$ cat config.mk
export PLATFORM = sky130hd
export DESIGN_NAME = cabn_ctrl
export DESIGN_NICKNAME = d
export VERILOG_FILES = /design/src/rtl/core/cabn_pkg.sv /design/src/rtl/core/cabn_ctrl.sv
export VERILOG_INCLUDE_DIRS = /design/src /design/src/rtl/core
export SDC_FILE = /design/constraint.sdc
export NUM_CORES = 1
export LEC_CHECK = 0
export ABC_CLOCK_PERIOD_IN_PS = 6000
export BUFFER_PORTS_ARGS = -buffer_cell sky130_fd_sc_hd__buf_2
export CELL_PAD_IN_SITES_DETAIL_PLACEMENT = 0
export CELL_PAD_IN_SITES_GLOBAL_PLACEMENT = 2
export CORE_ASPECT_RATIO = 2
export CORE_MARGIN = 5
export CORE_UTILIZATION = 39
export DETAILED_ROUTE_END_ITERATION = 8
export PLACE_DENSITY = 0.95
export SETUP_SLACK_MARGIN = 0.15
export SLEW_MARGIN = 20
export SYNTH_ARGS = -nofsm -noshare
export SYNTH_HDL_FRONTEND = slang
export SYNTH_SLANG_ARGS = --single-unit
$ cat constraint.sdc
create_clock -name clk -period 6 [get_ports clk]
set_clock_uncertainty 0.1 [all_clocks]
set_input_delay 0.3 -clock clk [delete_from_list [all_inputs] [get_ports clk]]
set_output_delay 0.3 -clock clk [all_outputs]
set_load 0.02 [all_outputs]
$ cat src/rtl/core/assert_macros.svh
// ----------------------------------------------------------------------------
// Assertion macros
// Shared concurrent assertion wrappers; empty when SYNTH is defined.
// ----------------------------------------------------------------------------
`ifndef ASSERT_MACROS_SVH
`define ASSERT_MACROS_SVH
`ifndef SYNTH
// Checked on every rising edge of clk, suspended while rst is high.
`define CABN_ASSERT(lbl, prop) \
  lbl: assert property (@(posedge clk) disable iff (rst) prop) \
    else $error("cabn assertion failed");
// Checked on every rising edge of clk, also during reset.
`define CABN_ASSERT_ALWAYS(lbl, prop) \
  lbl: assert property (@(posedge clk) prop) \
    else $error("cabn assertion failed");
`else
`define CABN_ASSERT(lbl, prop)
`define CABN_ASSERT_ALWAYS(lbl, prop)
`endif
`endif

$ cat src/rtl/core/cabn_pkg.sv
// ----------------------------------------------------------------------------
// cabn_pkg
// Shared types and constants of the class-aware box suppression block.
// ----------------------------------------------------------------------------
package cabn_pkg;

  localparam int FIELD_W = 16;
  localparam int SCORE_W = 16;
  localparam int CLASS_W = 8;
  localparam int THR_W   = 17;
  localparam int DATA_W  = 88;
  localparam logic [THR_W-1:0] THR_RESET = 17'd32768;

  // Commands from the sequencer to the datapath.
  typedef struct packed {
    logic load_item;
    logic rd_en;
    logic wr_en;
    logic wr_sel_new;
    logic keep_wr_en;
    logic keep_wr_val;
    logic latch_a;
    logic latch_b;
    logic load_out;
    logic out_last;
    logic set_ovf;
    logic clear_ovf;
  } cabn_cmd_t;

  // Status from the datapath to the sequencer.
  typedef struct packed {
    logic score_below;
    logic keep_bit;
    logic class_eq;
    logic suppress;
  } cabn_stat_t;

endpackage

$ cat src/rtl/core/cabn_ctrl.sv
// ----------------------------------------------------------------------------
// cabn_ctrl
// Sequencer for ordered insertion, greedy suppression and emission.
// ----------------------------------------------------------------------------
`include "assert_macros.svh"
module cabn_ctrl
  import cabn_pkg::*;
#(
  parameter int MAX_DETS = 64,
  parameter int AW       = 6,
  parameter int CNTW     = 7
) (
  input  logic          clk,
  input  logic          rst,
  input  logic          in_valid,
  input  logic          in_last,
  output logic          in_ready,
  input  logic          out_ready,
  output logic          out_valid,
  output cabn_cmd_t     cmd,
  input  cabn_stat_t    stat,
  output logic [AW-1:0] rd_addr,
  output logic [AW-1:0] wr_addr
);

  typedef enum logic [3:0] {
    S_IDLE, S_INS_RD, S_INS_CMP, S_INS_WR, S_SUP_I, S_SUP_IA, S_SUP_J, S_SUP_JB,
    S_IOU, S_DEC, S_SCAN_RD, S_SCAN_CHK, S_EMIT_RD, S_EMIT_CHK, S_EMIT_WAIT
  } state_t;

  localparam logic [CNTW-1:0] FULL = CNTW'(MAX_DETS);

  state_t          state;
  logic [CNTW-1:0] count, i, j, p, last_idx;
  logic [CNTW-1:0] pm1;
  logic            item_last;
  logic [1:0]      wait_cnt;

  assign pm1      = p - 1'b1;
  assign in_ready = (state == S_IDLE);

  always_comb begin
    cmd     = '0;
    rd_addr = i[AW-1:0];
    wr_addr = p[AW-1:0];
    unique case (state)
      S_IDLE: begin
        cmd.load_item = in_valid;
        cmd.set_ovf   = in_valid && (count == FULL);
      end
      S_INS_RD: begin
        cmd.rd_en = 1'b1;
        rd_addr   = pm1[AW-1:0];
      end
      S_INS_CMP: begin
        cmd.wr_en       = stat.score_below;
        cmd.keep_wr_en  = stat.score_below;
        cmd.keep_wr_val = 1'b1;
      end
      S_INS_WR: begin
        cmd.wr_en       = 1'b1;
        cmd.wr_sel_new  = 1'b1;
        cmd.keep_wr_en  = 1'b1;
        cmd.keep_wr_val = 1'b1;
      end
      S_SUP_I:  cmd.rd_en = (i != count);
      S_SUP_IA: cmd.latch_a = 1'b1;
      S_SUP_J: begin
        cmd.rd_en = (j != count);
        rd_addr   = j[AW-1:0];
      end
      S_SUP_JB: cmd.latch_b = 1'b1;
      S_IOU: begin
      end
      S_DEC: begin
        cmd.keep_wr_en = stat.suppress;
        wr_addr        = j[AW-1:0];
      end
      S_SCAN_RD: begin
        cmd.rd_en = 1'b1;
        rd_addr   = p[AW-1:0];
      end
      S_SCAN_CHK: begin
      end
      S_EMIT_RD: begin
        cmd.rd_en     = (i != count);
        cmd.clear_ovf = (i == count);
      end
      S_EMIT_CHK: begin
        cmd.load_out = stat.keep_bit;
        cmd.out_last = (i == last_idx);
      end
      S_EMIT_WAIT: begin
      end
      default: begin
      end
    endcase
  end

  always_ff @(posedge clk) begin
    if (rst) begin
      state     <= S_IDLE;
      count     <= '0;
      out_valid <= 1'b0;
    end else begin
      unique case (state)
        S_IDLE: begin
          if (in_valid) begin
            item_last <= in_last;
            if (count != FULL) begin
              p     <= count;
              state <= (count == '0) ? S_INS_WR : S_INS_RD;
            end else if (in_last) begin
              i     <= '0;
              state <= S_SUP_I;
            end
          end
        end
        S_INS_RD: state <= S_INS_CMP;
        S_INS_CMP: begin
          if (stat.score_below) begin
            p     <= pm1;
            state <= (pm1 == '0) ? S_INS_WR : S_INS_RD;
          end else begin
            state <= S_INS_WR;
          end
        end
        S_INS_WR: begin
          count <= count + 1'b1;
          i     <= '0;
          state <= item_last ? S_SUP_I : S_IDLE;
        end
        S_SUP_I: begin
          if (i == count) begin
            p     <= count - 1'b1;
            state <= S_SCAN_RD;
          end else begin
            state <= S_SUP_IA;
          end
        end
        S_SUP_IA: begin
          if (stat.keep_bit) begin
            j     <= i + 1'b1;
            state <= S_SUP_J;
          end else begin
            i     <= i + 1'b1;
            state <= S_SUP_I;
          end
        end
        S_SUP_J: begin
          if (j == count) begin
            i     <= i + 1'b1;
            state <= S_SUP_I;
          end else begin
            state <= S_SUP_JB;
          end
        end
        S_SUP_JB: begin
          if (stat.keep_bit && stat.class_eq) begin
            wait_cnt <= '0;
            state    <= S_IOU;
          end else begin
            j     <= j + 1'b1;
            state <= S_SUP_J;
          end
        end
        S_IOU: begin
          wait_cnt <= wait_cnt + 1'b1;
          if (wait_cnt == 2'd3) begin
            state <= S_DEC;
          end
        end
        S_DEC: begin
          j     <= j + 1'b1;
          state <= S_SUP_J;
        end
        S_SCAN_RD: state <= S_SCAN_CHK;
        S_SCAN_CHK: begin
          if (stat.keep_bit) begin
            last_idx <= p;
            i        <= '0;
            state    <= S_EMIT_RD;
          end else begin
            p     <= pm1;
            state <= S_SCAN_RD;
          end
        end
        S_EMIT_RD: begin
          if (i == count) begin
            count <= '0;
            state <= S_IDLE;
          end else begin
            state <= S_EMIT_CHK;
          end
        end
        S_EMIT_CHK: begin
          if (stat.keep_bit) begin
            out_valid <= 1'b1;
            state     <= S_EMIT_WAIT;
          end else begin
            i     <= i + 1'b1;
            state <= S_EMIT_RD;
          end
        end
        S_EMIT_WAIT: begin
          if (out_ready) begin
            out_valid <= 1'b0;
            i         <= i + 1'b1;
            state     <= S_EMIT_RD;
          end
        end
        default: state <= S_IDLE;
      endcase
    end
  end

  `CABN_ASSERT(a_count_cap, count <= FULL)
  `CABN_ASSERT(a_valid_only_emit, out_valid |-> state == S_EMIT_WAIT)
  `CABN_ASSERT(a_j_after_i, (state == S_SUP_JB) |-> (j > i && j < count))
  `CABN_ASSERT_ALWAYS(a_reset_quiet, rst |=> !out_valid)

endmodule

After elaboration in Yosys (flattened, before gate mapping)

Index checks and enable logic that the tools add are counted.

Equal/unequal tests: 40
Bitwise logic cells: 1
Add/subtract/negate cells: 6
Reduce and logical (&&, ||, !) cells: 24
Multiplexer cells: 54

Operators with widths:

| operator            | number |
|---|---|
| $mux 7              | 15 |
| $pmux 4 s15         | 1 |
| $pmux 7 s6          | 1 |
| $mux 4              | 8 |
| $ne 2x2->1 const B  | 16 |
| $eq 4x4->1 const B  | 7 |
| $pmux 7 s4          | 1 |
| $add 7x1->7 const B | 3 |
| $eq 7x7->1          | 3 |
| $pmux 7 s3          | 1 |
| $pmux 6 s3          | 1 |
| $eq 4x3->1 const B  | 4 |
| $mux 2              | 8 |
| $logic_not 7->1     | 2 |
| $ne 7x7->1          | 2 |
| $pmux 7 s2          | 1 |
| $sub 7x1->7 const B | 2 |
| $reduce_and 3->1    | 4 |
| $mux 1              | 9 |
| $reduce_and 9->1    | 1 |
| $eq 4x2->1 const B  | 2 |
| $reduce_and 4->1    | 2 |
| $reduce_or 2->1     | 4 |
| $eq 7x7->1 const B  | 1 |
| 20 further kinds    | 26 |

Register bits after elaboration: 43
Bits of input ports: 9
Word-level logic and storage cells: 134
Output and inout port bits: 26

Longest topological paths before layout

Depth after elaboration: 5
Depth in mapped cells: 9
Depth with buffers taken out: 8

Worst setup path before layout

Ideal clock, no wire load.

Path kind: register to register
From: reg state[2]
To: reg p[0] (enable)
Data required time: 5.510 ns
Slack: 3.297 ns
Setup time: 0.390 ns
Data arrival time: 2.213 ns
Cell stages (with the launch flop): 7
Cells stage by stage: dfxtp_1 nor3b_2 mux2_1 a22oi_2 a21o_1 nor2_1 nor4bb_1

Cells in the longest elaborated chain, start to end: 3

Ends and longest elaborated chain:

| item                                               | line             | RTL |
|---|---|---|
| start, declared                                    | cabn_ctrl.sv:33  | `state_t state;` |
| start signal, assigned                             | cabn_ctrl.sv:112 | `state <= (count == '0) ? S_INS_WR : S_INS_RD;` |
| start signal, assigned                             | cabn_ctrl.sv:123 | `state <= (pm1 == '0) ? S_INS_WR : S_INS_RD;` |
| start signal, assigned                             | cabn_ctrl.sv:131 | `state <= item_last ? S_SUP_I : S_IDLE;` |
| $eq 4x3->1, or another cell as far along           | cabn_ctrl.sv:106 | `unique case (state)` |
| $ne 2x2->1 (no line), or another cell as far along | --               |  |
| $reduce_and 7->1 (no line) (*)                     | --               |  |
| end signal, assigned                               | cabn_ctrl.sv:111 | `p <= count;` |
| end signal, assigned                               | cabn_ctrl.sv:122 | `p <= pm1;` |
| end signal, assigned                               | cabn_ctrl.sv:135 | `p <= count - 1'b1;` |
| end, declared                                      | cabn_ctrl.sv:34  | `logic [CNTW-1:0] count, i, j, p, last_idx;` |

Every way passes the cells marked *; elsewhere a longest branch is shown, timed or not.
A chain may end at the register's enable or synchronous reset.

Worst setup path after layout

From: reg state[0]
To: reg j[1] (enable)

Cells in the longest elaborated chain, start to end: 3

Ends and longest elaborated chain:

| item                                                      | line             | RTL |
|---|---|---|
| $eq 4x3->1 or $eq 4x4->1 (tied branches)                  | cabn_ctrl.sv:106 |  |
| $ne 2x2->1 (no line) or $reduce_bool 3->1 (tied branches) | --               |  |
| $reduce_and 4->1 (no line) (*)                            | --               |  |
| end signal, assigned                                      | cabn_ctrl.sv:143 | `j <= i + 1'b1;` |
| end signal, assigned                                      | cabn_ctrl.sv:163 | `j <= j + 1'b1;` |
| end signal, assigned                                      | cabn_ctrl.sv:174 | `j <= j + 1'b1;` |
| end, declared                                             | cabn_ctrl.sv:34  |  |

Marks and branches as above.

==> impl_results.md <==
- Comb power frac: 40.1%
- Switching share of power: 41.7%
- Area of the core: 8230 µm²
- Fin nets: 416
- Reg power frac: 35.7%
- Row Count: 47
- Slew HR: 26.3%
- Clock transition at path regs: 0.06 ns
- # resized after CTS: 0
- Fin Hold WS: 0.122 ns
- WL per Instance: 20.7 µm
- Setup crit start kind: register
- Final Wtd Congestion: 0.950
- Cell Area, Placed: 3450 µm²
- Type of the most critical hold path: in2reg
- Buffers on Ports: 34
- Yosys reg bits: 43
- Syn nets: 398
- Clock power frac: 24.2%
- Pre-Repair DR Iteration Count: 5
- F_max: 297 MHz
- Routed Wire Length: 10300 µm
- Post-synthesis sequential area ratio: 36.0%
- Critical Path Fanout Max: 17
- Yosys cell types: 59
- Non-Filler Instances: 498
- Routed Antenna Nets: 0
- Post-synthesis async set-or-reset flop share: 0%
- First-pass GRT wire length: 15800 µm
- CTS sink cnt: 43
- Hold_sp: in_last
- Io pins: 35
- R2R cell count: 5
- Clock Latency Late Sink: 0.29 ns
- GR Util All Layers: 20.4%
- Reg-to-reg setup timing slack: 2.64 ns
- Initial Util: 39.5%
- Required time of the critical path: 5.81 ns
- Worst Tran Pin Value: 1.10 ns
- Period utilization: 56.1%
- Vias per cell: 5.97
- Total CTS buffers: 5
- Max-slew violation count: 0
- Setup_tns: 0 ns
- Leak Pwr: 1.32 nW
- RSZ-0062 raised after global routing: no
- Die ar.: 10400 µm²
- Global route total overflow: 0
- YS warnings: 0
- Sw Pwr: 545 µW
- Placed wire-length estimate: 8080 µm
- Syn avg cell area: 8.54 µm²
- Layout Utilization: 44.0%
- Max VDD drop: 195 µV
- MaxCap Viol Count: 0
- Kind of critical path: reg2reg
- Syn Inst Count: 381
- Tmin final: 3.36 ns
- Largest net degree at the start of global routing: 27
- Root Driver: clkbuf_16
- RR Endpoint: j[1]
- Post-route DRC: 0
- N_diodes: 0
- Number of synthesized flops with an enable pin: 31
- Share of layout cells above drive strength 1: 15.0%
- Die X: 74.6 µm
- Hold endpoint: item_last
- Synth-to-layout area growth: 11.4%
- Final setup viols: 0
- CTS tree: done
- Post-CTS Setup Repair Bufs: 0
- # H-tree levels: 2
- Crit. End Element: register
- Main synth FF type: edfxtp_1
- Drt initial violations: 285
- Endpoints failing hold: 0
- CP arrival: 3.17 ns
- Die H: 139 µm
- Reg2reg start: state[0]
- Initial antenna violation count: 0
- CTS Hold Bufs: 0
- Power Density: 361 nW/µm²
- Synthesized area: 3250 µm²
- Post-layout instance area: 3620 µm²
- Vias: 2975
- DP Cell Count: 490
- Vias in the first global route: 2973
- Int Pwr: 764 µW
- CTS Buffer Depth: 2
- Worst hold stages: 1
- Status: finished clean
-- kinds of logic (layout without fill, tap and decap cells) --
| family | after synthesis | after routing | share of synthesized area [%] |
|---|---|---|---|
| muxes | 13 | 13 | 4.35 |
| adders and majority gates | 8 | 8 | 3.08 |
| xor gates and xnor gates | 45 | 45 | 12.1 |
| and+or+nand+nor | 151 | 151 | 23.4 |
| DFF | 43 | 43 | 36.0 |
| buffers and inverters | 39 | 58 | 4.92 |
| AOI/OAI and AO/OA | 82 | 82 | 16.1 |
-- worst max-delay path, cell delays in order, from the launching register on --
cell and delay (ns):
dfxtp_1 0.69, and2_1 0.31, and2_1 0.47, or2_1 0.43
a21oi_1 0.08, nor3b_1 0.89
-- power by group through the flow --
stage,logic [mW],clock network (mW),registers [mW]
floorplan,0.413,0,0.408
global placement,0.516,0,0.470
detailed placement,0.520,0,0.472
CTS,0.522,0.321,0.466
global route,0.571,0.332,0.474
finish,0.525,0.316,0.467
-- cell usage after synthesis, types with 3 or more instances --
cell type	count	area [µm²]
a21o_1	3	22.5
a21oi_1	17	85.1
a22oi_1	4	30.0
a31oi_1	6	37.5
and3_1	6	37.5
buf_2	10	50.1
clkbuf_1	13	48.8
dfxtp_1	12	240
edfxtp_1	31	931
ha_1	8	100
inv_1	14	52.6
mux2_2	8	90.1
mux2i_1	4	40.0
nand2_1	37	139
nand2b_1	8	50.1
nand3_1	13	65.1
nand3b_1	3	22.5
nand4_1	7	43.8
nor2_1	40	150
nor2b_1	3	18.8
nor3_1	11	55.1
nor3b_1	3	22.5
o211ai_1	3	22.5
o21ai_0	24	120
o21ai_1	3	15.0
o221ai_1	5	43.8
xnor2_1	30	263
xor2_1	15	131
-- metal layers --
layer / routed length, µm / part of all wire, % / up-vias / GRT usage (%)
met4: 603 / 5.9 / 0 / 12.3
li1: - / - / 1402 / -
met2: 5580 / 54 / 115 / 36.8
met1: 3610 / 35 / 1425 / 21.4
met5: 0 / 0 / - / 0
met3: 502 / 4.9 / 33 / 2.03
-- through the flow --
stage | setup slack, ns | power (mW)
final | 2.64 | 1.31
after global routing | 2.44 | 1.38
after CTS | 2.71 | 1.31
after detailed placement | 2.72 | 0.992
after global placement | 2.91 | 0.986
after floorplan | 3.30 | 0.822
-- cell type report --
class / instances / area (µm²)
fill: 862 / 4610
clock inverter: 3 / 43.8
tap: 98 / 123
timing repair buffer: 36 / 185
multi-input combinational: 299 / 1920
clock buffer: 5 / 125
inverter: 14 / 52.6
sequential: 43 / 1170
-- how the worst max path moves through the flow --
stage	startpoint	end	slack (ns)	depth (start not counted)
after floorplan	state[2]	p[0]	3.30	6
after global placement	state[0]	j[1]	2.91	5
after detailed placement	state[0]	j[1]	2.72	5
after CTS	state[0]	j[1]	2.71	5
after global routing	state[0]	j[1]	2.44	5
final	state[0]	j[1]	2.64	5
-- registers in the layout, indices dropped and copies added, names as in the netlist --
name / flops
last_idx: 7
i: 7
p: 7
count: 7
item_last: 1
state: 4
j: 7
wait_cnt: 2
out_valid: 1
-- layout by cell type (no fill, tap or decap), types with 11 or more instances in the layout --
cell type  synthesis  routed
nor2_1            40      40
nand2_1           37      37
buf_2             10      34
edfxtp_1          31      31
xnor2_1           30      30
o21ai_0           24      24
a21oi_1           17      17
xor2_1            15      15
inv_1             14      14
nand3_1           13      13
dfxtp_1           12      12
nor3_1            11      11
(Power assumes the default switching activity.)
